--- config.mk ---
export PLATFORM = sky130hd
export DESIGN_NAME = date_field_editor_core
export DESIGN_NICKNAME = d
export VERILOG_FILES = /design/src/dfe_pkg.sv /design/src/dfe_step.sv /design/src/dfe_weekday.sv /design/src/date_field_editor_core.sv
export SDC_FILE = /design/constraint.sdc
export NUM_CORES = 1
export LEC_CHECK = 0
export BUFFER_PORTS_ARGS = -buffer_cell sky130_fd_sc_hd__buf_2
export CAP_MARGIN = 20
export CORE_UTILIZATION = 61
export CTS_CLUSTER_SIZE = 24
export DETAILED_ROUTE_END_ITERATION = 10
export GPL_TIMING_DRIVEN = 0
export PLACE_DENSITY = 0.87
export SYNTH_ARGS = -nofsm -noshare
export SYNTH_HDL_FRONTEND = slang
export SYNTH_SLANG_ARGS = --single-unit
--- constraint.sdc ---
create_clock -name clk_i -period 11.5 [get_ports clk_i]
set_input_delay 2.875 -clock clk_i [delete_from_list [all_inputs] [get_ports clk_i]]
set_output_delay 2.875 -clock clk_i [all_outputs]
set_load 0.02 [all_outputs]
--- src/dfe_pkg.sv ---
`default_nettype none

package dfe_pkg;

  typedef enum logic [1:0] {
    CMD_LOAD = 2'd0,
    CMD_UP   = 2'd1,
    CMD_DOWN = 2'd2,
    CMD_NEXT = 2'd3
  } cmd_e;

  typedef enum logic [1:0] {
    FIELD_DAY   = 2'd0,
    FIELD_MONTH = 2'd1,
    FIELD_YEAR  = 2'd2
  } field_e;

  localparam logic [4:0] DAY_MIN   = 5'd1;
  localparam logic [3:0] MONTH_MIN = 4'd1;
  localparam logic [3:0] MONTH_MAX = 4'd12;
  localparam logic [6:0] YEAR_MIN  = 7'd0;
  localparam logic [6:0] YEAR_MAX  = 7'd99;
  localparam logic [2:0] WEEK_DAYS = 3'd7;
  localparam logic [7:0] WDAY_BASE = 8'd6;
  localparam logic [7:0] LEAP_ADJ  = 8'd6;

  typedef struct packed {
    cmd_e       cmd;
    logic [4:0] load_day;
    logic [3:0] load_month;
    logic [6:0] load_year;
  } in_t;

  typedef struct packed {
    logic [4:0] out_day;
    logic [3:0] out_month;
    logic [6:0] out_year;
    logic [2:0] weekday;
    logic [1:0] out_field;
  } out_t;

  typedef struct packed {
    logic [4:0] day;
    logic [3:0] month;
    logic [6:0] year;
    field_e     field;
  } date_t;

  localparam date_t DATE_RESET = '{
    day:   DAY_MIN,
    month: MONTH_MIN,
    year:  YEAR_MIN,
    field: FIELD_DAY
  };

  // years 2000..2099: only multiples of four are leap, 2000 included
  function automatic logic is_leap(input logic [6:0] year);
    return (year[1:0] == 2'b00);
  endfunction

  function automatic logic [4:0] month_len(input logic [3:0] month, input logic leap);
    logic [4:0] len;
    unique case (month)
      4'd2:                      len = leap ? 5'd29 : 5'd28;
      4'd4, 4'd6, 4'd9, 4'd11:   len = 5'd30;
      default:                   len = 5'd31;
    endcase
    return len;
  endfunction

  function automatic logic [2:0] month_off(input logic [3:0] month);
    logic [2:0] off;
    unique case (month)
      4'd2, 4'd3, 4'd11: off = 3'd3;
      4'd4:              off = 3'd6;
      4'd5:              off = 3'd1;
      4'd6:              off = 3'd4;
      4'd7:              off = 3'd6;
      4'd8:              off = 3'd2;
      4'd9, 4'd12:       off = 3'd5;
      default:           off = 3'd0;
    endcase
    return off;
  endfunction

  // 64 and 8 are both 1 mod 7, so fold the digits down
  function automatic logic [2:0] mod7(input logic [7:0] t);
    logic [6:0] s1;
    logic [3:0] s2;
    logic [3:0] s3;
    s1 = {5'b0, t[7:6]} + {1'b0, t[5:0]};
    s2 = s1[6:3] + {1'b0, s1[2:0]};
    s3 = {3'b0, s2[3]} + {1'b0, s2[2:0]};
    return (s3 >= {1'b0, WEEK_DAYS}) ? 3'(s3 - {1'b0, WEEK_DAYS}) : s3[2:0];
  endfunction

endpackage

`default_nettype wire

--- src/dfe_step.sv ---
`default_nettype none

module dfe_step (
  input  wire dfe_pkg::date_t state_i,
  input  wire dfe_pkg::in_t   word_i,
  output dfe_pkg::date_t      next_o
);

  logic [4:0]      dim_cur;
  logic [4:0]      dim_new;
  logic [4:0]      day_pre;
  logic [3:0]      month_new;
  logic [6:0]      year_new;
  dfe_pkg::field_e field_new;

  assign dim_cur = dfe_pkg::month_len(state_i.month, dfe_pkg::is_leap(state_i.year));

  always_comb begin
    month_new = state_i.month;
    year_new  = state_i.year;
    day_pre   = state_i.day;
    field_new = state_i.field;
    unique case (word_i.cmd)
      dfe_pkg::CMD_LOAD: begin
        if (word_i.load_month < dfe_pkg::MONTH_MIN) begin
          month_new = dfe_pkg::MONTH_MIN;
        end else if (word_i.load_month > dfe_pkg::MONTH_MAX) begin
          month_new = dfe_pkg::MONTH_MAX;
        end else begin
          month_new = word_i.load_month;
        end
        year_new  = (word_i.load_year > dfe_pkg::YEAR_MAX) ? dfe_pkg::YEAR_MAX
                                                           : word_i.load_year;
        day_pre   = (word_i.load_day < dfe_pkg::DAY_MIN) ? dfe_pkg::DAY_MIN
                                                         : word_i.load_day;
        field_new = dfe_pkg::FIELD_DAY;
      end
      dfe_pkg::CMD_UP: begin
        case (state_i.field)
          dfe_pkg::FIELD_DAY: begin
            day_pre = (state_i.day >= dim_cur) ? dfe_pkg::DAY_MIN : 5'(state_i.day + 5'd1);
          end
          dfe_pkg::FIELD_MONTH: begin
            month_new = (state_i.month >= dfe_pkg::MONTH_MAX) ? dfe_pkg::MONTH_MIN
                                                              : 4'(state_i.month + 4'd1);
          end
          default: begin
            year_new = (state_i.year >= dfe_pkg::YEAR_MAX) ? dfe_pkg::YEAR_MIN
                                                           : 7'(state_i.year + 7'd1);
          end
        endcase
      end
      dfe_pkg::CMD_DOWN: begin
        case (state_i.field)
          dfe_pkg::FIELD_DAY: begin
            day_pre = (state_i.day <= dfe_pkg::DAY_MIN) ? dim_cur : 5'(state_i.day - 5'd1);
          end
          dfe_pkg::FIELD_MONTH: begin
            month_new = (state_i.month <= dfe_pkg::MONTH_MIN) ? dfe_pkg::MONTH_MAX
                                                              : 4'(state_i.month - 4'd1);
          end
          default: begin
            year_new = (state_i.year == dfe_pkg::YEAR_MIN) ? dfe_pkg::YEAR_MAX
                                                           : 7'(state_i.year - 7'd1);
          end
        endcase
      end
      dfe_pkg::CMD_NEXT: begin
        case (state_i.field)
          dfe_pkg::FIELD_DAY:   field_new = dfe_pkg::FIELD_MONTH;
          dfe_pkg::FIELD_MONTH: field_new = dfe_pkg::FIELD_YEAR;
          default:              field_new = dfe_pkg::FIELD_DAY;
        endcase
      end
      default: begin
      end
    endcase
  end

  // clamp the day to the length of the resulting month
  assign dim_new = dfe_pkg::month_len(month_new, dfe_pkg::is_leap(year_new));

  always_comb begin
    next_o.day   = (day_pre > dim_new) ? dim_new : day_pre;
    next_o.month = month_new;
    next_o.year  = year_new;
    next_o.field = field_new;
  end

endmodule

`default_nettype wire

--- src/dfe_weekday.sv ---
`default_nettype none

module dfe_weekday (
  input  wire dfe_pkg::date_t date_i,
  output logic [2:0]          weekday_o
);

  logic       early_leap;
  logic [7:0] sum;

  assign early_leap = dfe_pkg::is_leap(date_i.year) && (date_i.month <= 4'd2);

  assign sum = dfe_pkg::WDAY_BASE
             + {1'b0, date_i.year}
             + {3'b0, date_i.year[6:2]}
             + {5'b0, dfe_pkg::month_off(date_i.month)}
             + {3'b0, date_i.day}
             + (early_leap ? dfe_pkg::LEAP_ADJ : 8'd0);

  assign weekday_o = dfe_pkg::mod7(sum);

endmodule

`default_nettype wire

--- src/date_field_editor_core.sv ---
// date field editor for a keypad-set clock, years 2000 to 2099
//
// input channel: in_valid_i / in_stall_o with in_word_i, one key command per
// word (load, up, down, next field) plus the date used by load
// output channel: out_valid_o / out_stall_i with out_word_o, one word per
// command: day, month, year, weekday (0 sunday) and the selected field
//
// a word accepted into the input register is applied to the date state and
// written to the result register at the same edge, once the result register
// is free, and then shows on out_word_o
// throughput is one word per cycle while the receiver does not stall, set by
// the combinational state update between the input and result registers
//
// reset brings the date to 1 january 2000 with the day field selected and
// empties both registers
// while the receiver stalls, the result holds and one more word can wait in
// the input register; in_stall_o rises only when both registers are full
// and out_stall_i is high

`default_nettype none

module date_field_editor_core (
  input  wire logic          clk_i,
  input  wire logic          rst_ni,
  input  wire logic          in_valid_i,
  output logic               in_stall_o,
  input  wire dfe_pkg::in_t  in_word_i,
  output logic               out_valid_o,
  input  wire logic          out_stall_i,
  output dfe_pkg::out_t      out_word_o
);

  dfe_pkg::in_t   in_q;
  logic           in_vld_q, in_vld_d;
  dfe_pkg::out_t  out_q;
  logic           out_vld_q, out_vld_d;
  dfe_pkg::date_t state_q, state_d;
  dfe_pkg::date_t state_next;
  logic [2:0]     weekday;
  logic           out_free;
  logic           move;
  logic           in_acc;

  dfe_step u_step (
    .state_i (state_q),
    .word_i  (in_q),
    .next_o  (state_next)
  );

  dfe_weekday u_weekday (
    .date_i    (state_next),
    .weekday_o (weekday)
  );

  assign out_free   = !out_vld_q || !out_stall_i;
  assign move       = in_vld_q && out_free;
  assign in_stall_o = in_vld_q && !out_free;
  assign in_acc     = in_valid_i && !in_stall_o;

  assign in_vld_d  = in_acc || (in_vld_q && !move);
  assign out_vld_d = move || (out_vld_q && out_stall_i);
  assign state_d   = move ? state_next : state_q;

  always_ff @(posedge clk_i or negedge rst_ni) begin
    if (!rst_ni) begin
      in_vld_q  <= 1'b0;
      out_vld_q <= 1'b0;
      state_q   <= dfe_pkg::DATE_RESET;
    end else begin
      in_vld_q  <= in_vld_d;
      out_vld_q <= out_vld_d;
      state_q   <= state_d;
    end
  end

  always_ff @(posedge clk_i) begin
    if (in_acc) begin
      in_q <= in_word_i;
    end
    if (move) begin
      out_q.out_day   <= state_next.day;
      out_q.out_month <= state_next.month;
      out_q.out_year  <= state_next.year;
      out_q.weekday   <= weekday;
      out_q.out_field <= state_next.field;
    end
  end

  assign out_valid_o = out_vld_q;
  assign out_word_o  = out_q;

endmodule

`default_nettype wire

# Word level (Yosys, flattened, before mapping)
# Memories as Yosys holds them, arrays and structs flattened.
# Cells that the tools add are included.
# word_totals
output_inout_bits	23
n_memories	1
inputBits	22
regBits	59
rom_bits	48
# op_classes
reduce_logical	22
n_addsub	15
magnitude_cmp	12
n_eq_ne	14
muxes	28
# mem_list
name	depth	word_bits	read_ports	rd_clocked_by_memory_dff	wr	line_no	text
(name not given)	16	3	1	0	0	dfe_pkg.sv:73	unique case (month)
# op_table
op	n
7-bit 2-to-1 mux	5
5-bit 2-to-1 mux	6
4-bit 2-to-1 mux	6
7-bit one-hot mux with 3 select lines	1
5-bit one-hot mux with 2 select lines	2
8-bit by 5-bit adder with 8-bit output	2
4-bit by 3-bit equality test with 1-bit output, second input constant	4
4-bit equality test, second input constant	4
5-bit one-hot mux with 3 select lines	1
4-bit one-hot mux with 3 select lines	1
3-bit by 7-bit adder with 8-bit output, first input constant	1
8-bit by 3-bit adder with 8-bit output	1
8-bit adder	1
4-bit by 2-bit equality test with 1-bit output, second input constant	2
2-bit logical NOT	4
2-bit one-hot mux with 2 select lines	2
4-bit OR reduction	2
2-bit by 6-bit adder with 7-bit output	1
7-bit by 1-bit adder with 7-bit output, second input constant	1
7-bit greater-or-equal comparator, second input constant	1
7-bit greater-than comparator, second input constant	1
7-bit logical NOT	1
7-bit by 1-bit subtractor with 7-bit output, second input constant	1
1-bit logical AND	6
24 further kinds	34

# Depth between registers and ports, before layout
# logic_depth
ltp_word	16
ltp_mapped	46
depth_no_buf	45

# By module
# A second synthesis with hierarchy kept.
# unflattened
hier_cells	452
hier_area_um2	4719.5
# modules_own_cells
module	area_each_um2	instances	seq_area_each_um2	cells_each
date_field_editor_core	1983.2	1	1674.1	85
dfe_step	1737.9	1	0.0	259
dfe_weekday	998.5	1	0.0	108

# Worst setup path after synthesis
# OpenSTA, ideal clock, no wires.
# synth_timing
path_kind	flip-flop to flip-flop
startpoint	register state_q[2] in the netlist's numbering
endpoint	register out_q, in the netlist out_word_o[3] (data pin)
setup_time_ps	260
path_slack_ps	2708
path_stages_with_launch	45
arrival_ps	8532
path_buffers	1
path_cell_list	dfrtp_1 -> clkbuf_1 -> inv_1 -> ha_1 -> nand2b_1 -> nand3b_1 -> nand2_1 -> ha_1 -> nor3b_1 -> nor2_1 -> nand3_1 -> nand3_1 -> a41oi_1 -> ha_1 -> nor2b_1 -> o21ai_0 -> a21oi_1 -> a41oi_1 -> [... 9 more ...] -> a21o_1 -> a21oi_1 -> xnor2_1 -> ha_1 -> fa_1 -> nand2_1 -> nor2_1 -> xor2_1 -> ha_1 -> a21o_1 -> a21oi_1 -> xor2_1 -> ha_1 -> ha_1 -> ha_1 -> a22oi_1 -> a21oi_1 -> mux2_2
# synth_via
elab_chain_cells	16
# synth_lines
item	line_no	text
start, declared	date_field_editor_core.sv:37	dfe_pkg::date_t state_q, state_d;
start signal, assigned	date_field_editor_core.sv:68	state_q <= dfe_pkg::DATE_RESET;
start signal, assigned	date_field_editor_core.sv:72	state_q <= state_d;
branches (longest 10 deep; another with 3-bit by 7-bit adder with 8-bit output)	-	
8-bit adder *	dfe_weekday.sv:18	+ (early_leap ? dfe_pkg::LEAP_ADJ : 8'd0);
2-bit by 6-bit adder with 7-bit output *	dfe_pkg.sv:91	s1 = {5'b0, t[7:6]} + {1'b0, t[5:0]};
4-bit by 3-bit adder with 4-bit output *	dfe_pkg.sv:92	s2 = s1[6:3] + {1'b0, s1[2:0]};
1-bit by 3-bit adder with 4-bit output *	dfe_pkg.sv:93	s3 = {3'b0, s2[3]} + {1'b0, s2[2:0]};
4-bit by 3-bit greater-or-equal comparator with 1-bit output or 3-bit subtractor (tied branches)	dfe_pkg.sv:94	return (s3 >= {1'b0, WEEK_DAYS}) ? 3'(s3 - {1'b0, WEEK_DAYS}) : s3[2:0];
3-bit 2-to-1 mux *	dfe_pkg.sv:94	
named net u_weekday.weekday_o[1]	dfe_weekday.sv:5	output logic [2:0] weekday_o
end, declared	date_field_editor_core.sv:35	dfe_pkg::out_t out_q;
# Mark *: on every way through the listed nets, which the timed path passes.
# A chain may end at the register's enable or synchronous reset.

==> summary.md <==
| Metric | Value |
|---|---|
| Status | complete, no violations |
| Die width | roughly 90 um |
| # hold bufs at CTS | 0 |
| FF-to-FF Start | in_q[16]$_DFFE_PP_ |
| Worst hold slack | around 530 ps |
| Clock Root Buffer | clkbuf_8 |
| Seq/Total Area, Yosys | 35.29% |
| Clk_skew | roughly 10 ps |
| Global-route wire length before repair | around 20,000 um |
| Period utilization | ~90% |
| Setup bufs post-CTS | 0 |
| Largest family of logic cells by synthesized area | compound AO/OA/AOI/OAI gates |
| Async SR Flop Fraction | around a third |
| Vias per cell | 6.414 |
| Initial DRC Count | 351 |
| Main synth FF type | edfxtp_1 |
| Initial antenna violation count | 0 |
| Yosys reg bits | 59 |
| TritonCTS clock tree | yes |
| Critical path startpoint | in_q[16]$_DFFE_PP_ |
| Synthesized instance count | 501 |
| GRT Overall Usage | a little under a third |
| Yosys top cell area share | 24.69% |
| Ys Warns | 0 |
| Synth Area in Simple Gates | 16.04% |
| Mux cell area share after synthesis | 1.556% |
| Distinct cells, synth | 80 |
| Fin. max-slew vios | 0 |
| Crit path time final | 10,080 ps |
| Number of port buffers | 44 |
| Top cells by area, synth | edfxtp_1 25%, ha_1 12%, dfrtp_1 9.5% |
| Worst-path clk slew | 70 ps |
| Worst Reg2Reg Path Length in Cells | between 40 and 50 |
| Clock Tree Buf Depth | 2 |
| CTS buffer count | 9 |
| CP startpoint kind | flip-flop |
| CP Data Required Time | around 12,000 ps |
| TritonCTS Sinks | 59 |
| Cell mode on critical path | ha_1 |
| Nets | between 600 and 700 |
| XOR/XNOR Fraction of Synth Area | 2.400% |
| Final Util | a little under three quarters |
| Least-Margin Pin Slew | around 850 ps |
| Total wire length | approximately 12,000 um |
| Routed Antenna Nets | 0 |
| Fmax | between 90 and 100 MHz |
| Post-Synth Adder-Cell Area | about 17% |
| Worst skew pair latency | around 360 ps |
| WS Path Type | reg -> reg |
| Syn Nets | 580 |
| MaxCap Viol Count | 0 |
| Largest net degree at the start of global routing | 31 |
| Initial core utilization | 64.36% |
| H-tree levels | 3 |
| DP HPWL | around 8900 um |
| CP Max Fanout | 10 |
| Reg2reg end | out_word_o[3]$_DFFE_PP_ |
| R2r setup slk | 1420 ps |
| WP data arrival | just over 10,000 ps |
| TNS Setup | 0 ps |
| Final setup fails | 0 |
| Post-synth EDFFs | 39 |
| Slew Limit Headroom | approximately 43% |
| Routed vias | roughly 4,200 |
| HP Class | reg -> reg |
| Critical Path Max Stage Delay | between 500 and 600 ps |
| Slowest-stage cell, CP | fa_1 |
| Area growth, synth to finish | 10.63% |
| Share of cells above drive strength 1 | 16.58% |
| Row Count | 31 |
| # DRC | 0 |
| ANT cells | 0 |
| Total gr overflow | 0 |
| Final worst-path setup slack | 1419 ps |
| Synth Area in Compound Gates | between 20% and 30% |
| DR WL/cell | between 15 and 20 um |
| Crit path to | out_word_o[3]$_DFFE_PP_ |
| Die H | 90.18 um |
| Routability cong. | about 0.90 |
| CTS resizes | 0 |
| RSZ-0062 raised after global routing | false |
| Final Hold Vio Count | 0 |
| Core Area | between 7000 and 8000 sq um |
| Place WS | between 1500 and 2000 ps |
| First-pass iteration count of the detailed router | 5 |
| Vias in the first global route | between 4,000 and 5,000 |
| Post-Syn Area per Cell | 9.468 sq um |
| Die ar. | between 8000 and 9000 sq um |
| I/O pin count | 45 |
| Top cell type by total area after synthesis | edfxtp_1 |
| Crit. End Element | flip-flop |
| Mapped Area | between 4000 and 5000 sq um |
[worst min path at each step]
stage | startpoint | to | slack (ps) | cells after the start
6_report | in_vld_q$_DFF_PN0_ | out_valid_o$_DFF_PN0_ | 530 | 1
5_1_grt | in_vld_q$_DFF_PN0_ | out_valid_o$_DFF_PN0_ | 560 | 1
4_1_cts | in_vld_q$_DFF_PN0_ | out_valid_o$_DFF_PN0_ | 530 | 1
3_5_place_dp | in_vld_q$_DFF_PN0_ | out_valid_o$_DFF_PN0_ | 500 | 1
3_3_place_gp | in_vld_q$_DFF_PN0_ | out_valid_o$_DFF_PN0_ | 490 | 1
2_1_floorplan | in_vld_q$_DFF_PN0_ | out_valid_o$_DFF_PN0_ | 460 | 1
[final cells by class]
cell class                      count  area (sq um)
Clock inverter                      7         35.03
Clock buffer                        9         123.9
Sequential cell                    59          1674
Timing Repair Buffer               44         220.2
Tap cell                           99         123.9
Inverter                           50         190.2
Fill cell                         558          2122
Multi-Input combinational cell    365          2764
Buffer                             27         116.4
[routing by layer]
metal | track usage (%) | vias to the layer above | wire length [um]
met5 | 0 | - | 0
met4 | 18.82 | 0 | 571
met3 | 5.076 | 60 | 870
met2 | 52.35 | 225 | 5827
met1 | 36.84 | 2027 | 4850
li1 | - | 1921 | -
[sequential cells by signal (all words and copies together), names as in the netlist]
signal and cells:
in_q 18, in_vld_q 1, out_valid_o 1, out_word_o 21, state_q 18
[placed cells by master, fill, tap and decap left out, types with 5 or more instances in the layout]
cell type	Yosys	final
buf_2	8	52
nand2_1	47	47
inv_1	46	46
ha_1	45	45
edfxtp_1	39	39
a21oi_1	32	32
o21ai_0	31	31
nor2_1	27	27
nand3_1	19	19
dfrtp_1	18	18
clkbuf_1	17	16
fa_1	12	12
o31ai_1	9	9
clkbuf_8	0	9
a21o_1	8	8
xor2_1	8	8
nor3_1	6	6
a31oi_1	6	6
nand2b_1	6	6
o211ai_1	5	5
xnor2_1	5	5
nor3b_1	5	5
nor2b_1	5	5
[through the flow]
stage          cells  cell area [sq um]
2_1_floorplan    501               4743
3_3_place_gp     644               5087
3_5_place_dp     644               5089
4_1_cts          660               5248
5_1_grt          660               5248
6_report         660               5248
[synth_stat cells, drive strengths merged, types with 10 or more instances]
| library cell | instances |
|---|---|
| dfrtp | 18 |
| clkbuf | 17 |
| edfxtp | 39 |
| nor2 | 28 |
| a21oi | 33 |
| nand2 | 47 |
| fa | 12 |
| ha | 45 |
| inv | 50 |
| buf | 10 |
| o21ai | 35 |
| nand3 | 19 |
[cell families after synthesis]
family | Yosys count
flip-flops | 59
adder cells (fa/ha/maj) | 57
buffers and inverters | 77
XOR/XNOR | 13
AO/OA/AOI/OAI | 144
multiplexers | 7
AND/OR/NAND/NOR | 144
[worst max-delay path, delay by kind of cell, from the launching register on]
family          cells  cell delay, ps
mux                 2             800
flops               1             420
buf+inv             9            1230
compound gates     12            1920
xor+xnor            3             490
fa+ha+maj          14            4140
simple gates        5             790
Power is not shown: default switching activity piles up to over one toggle a cycle in this logic, so the estimate is an artifact.
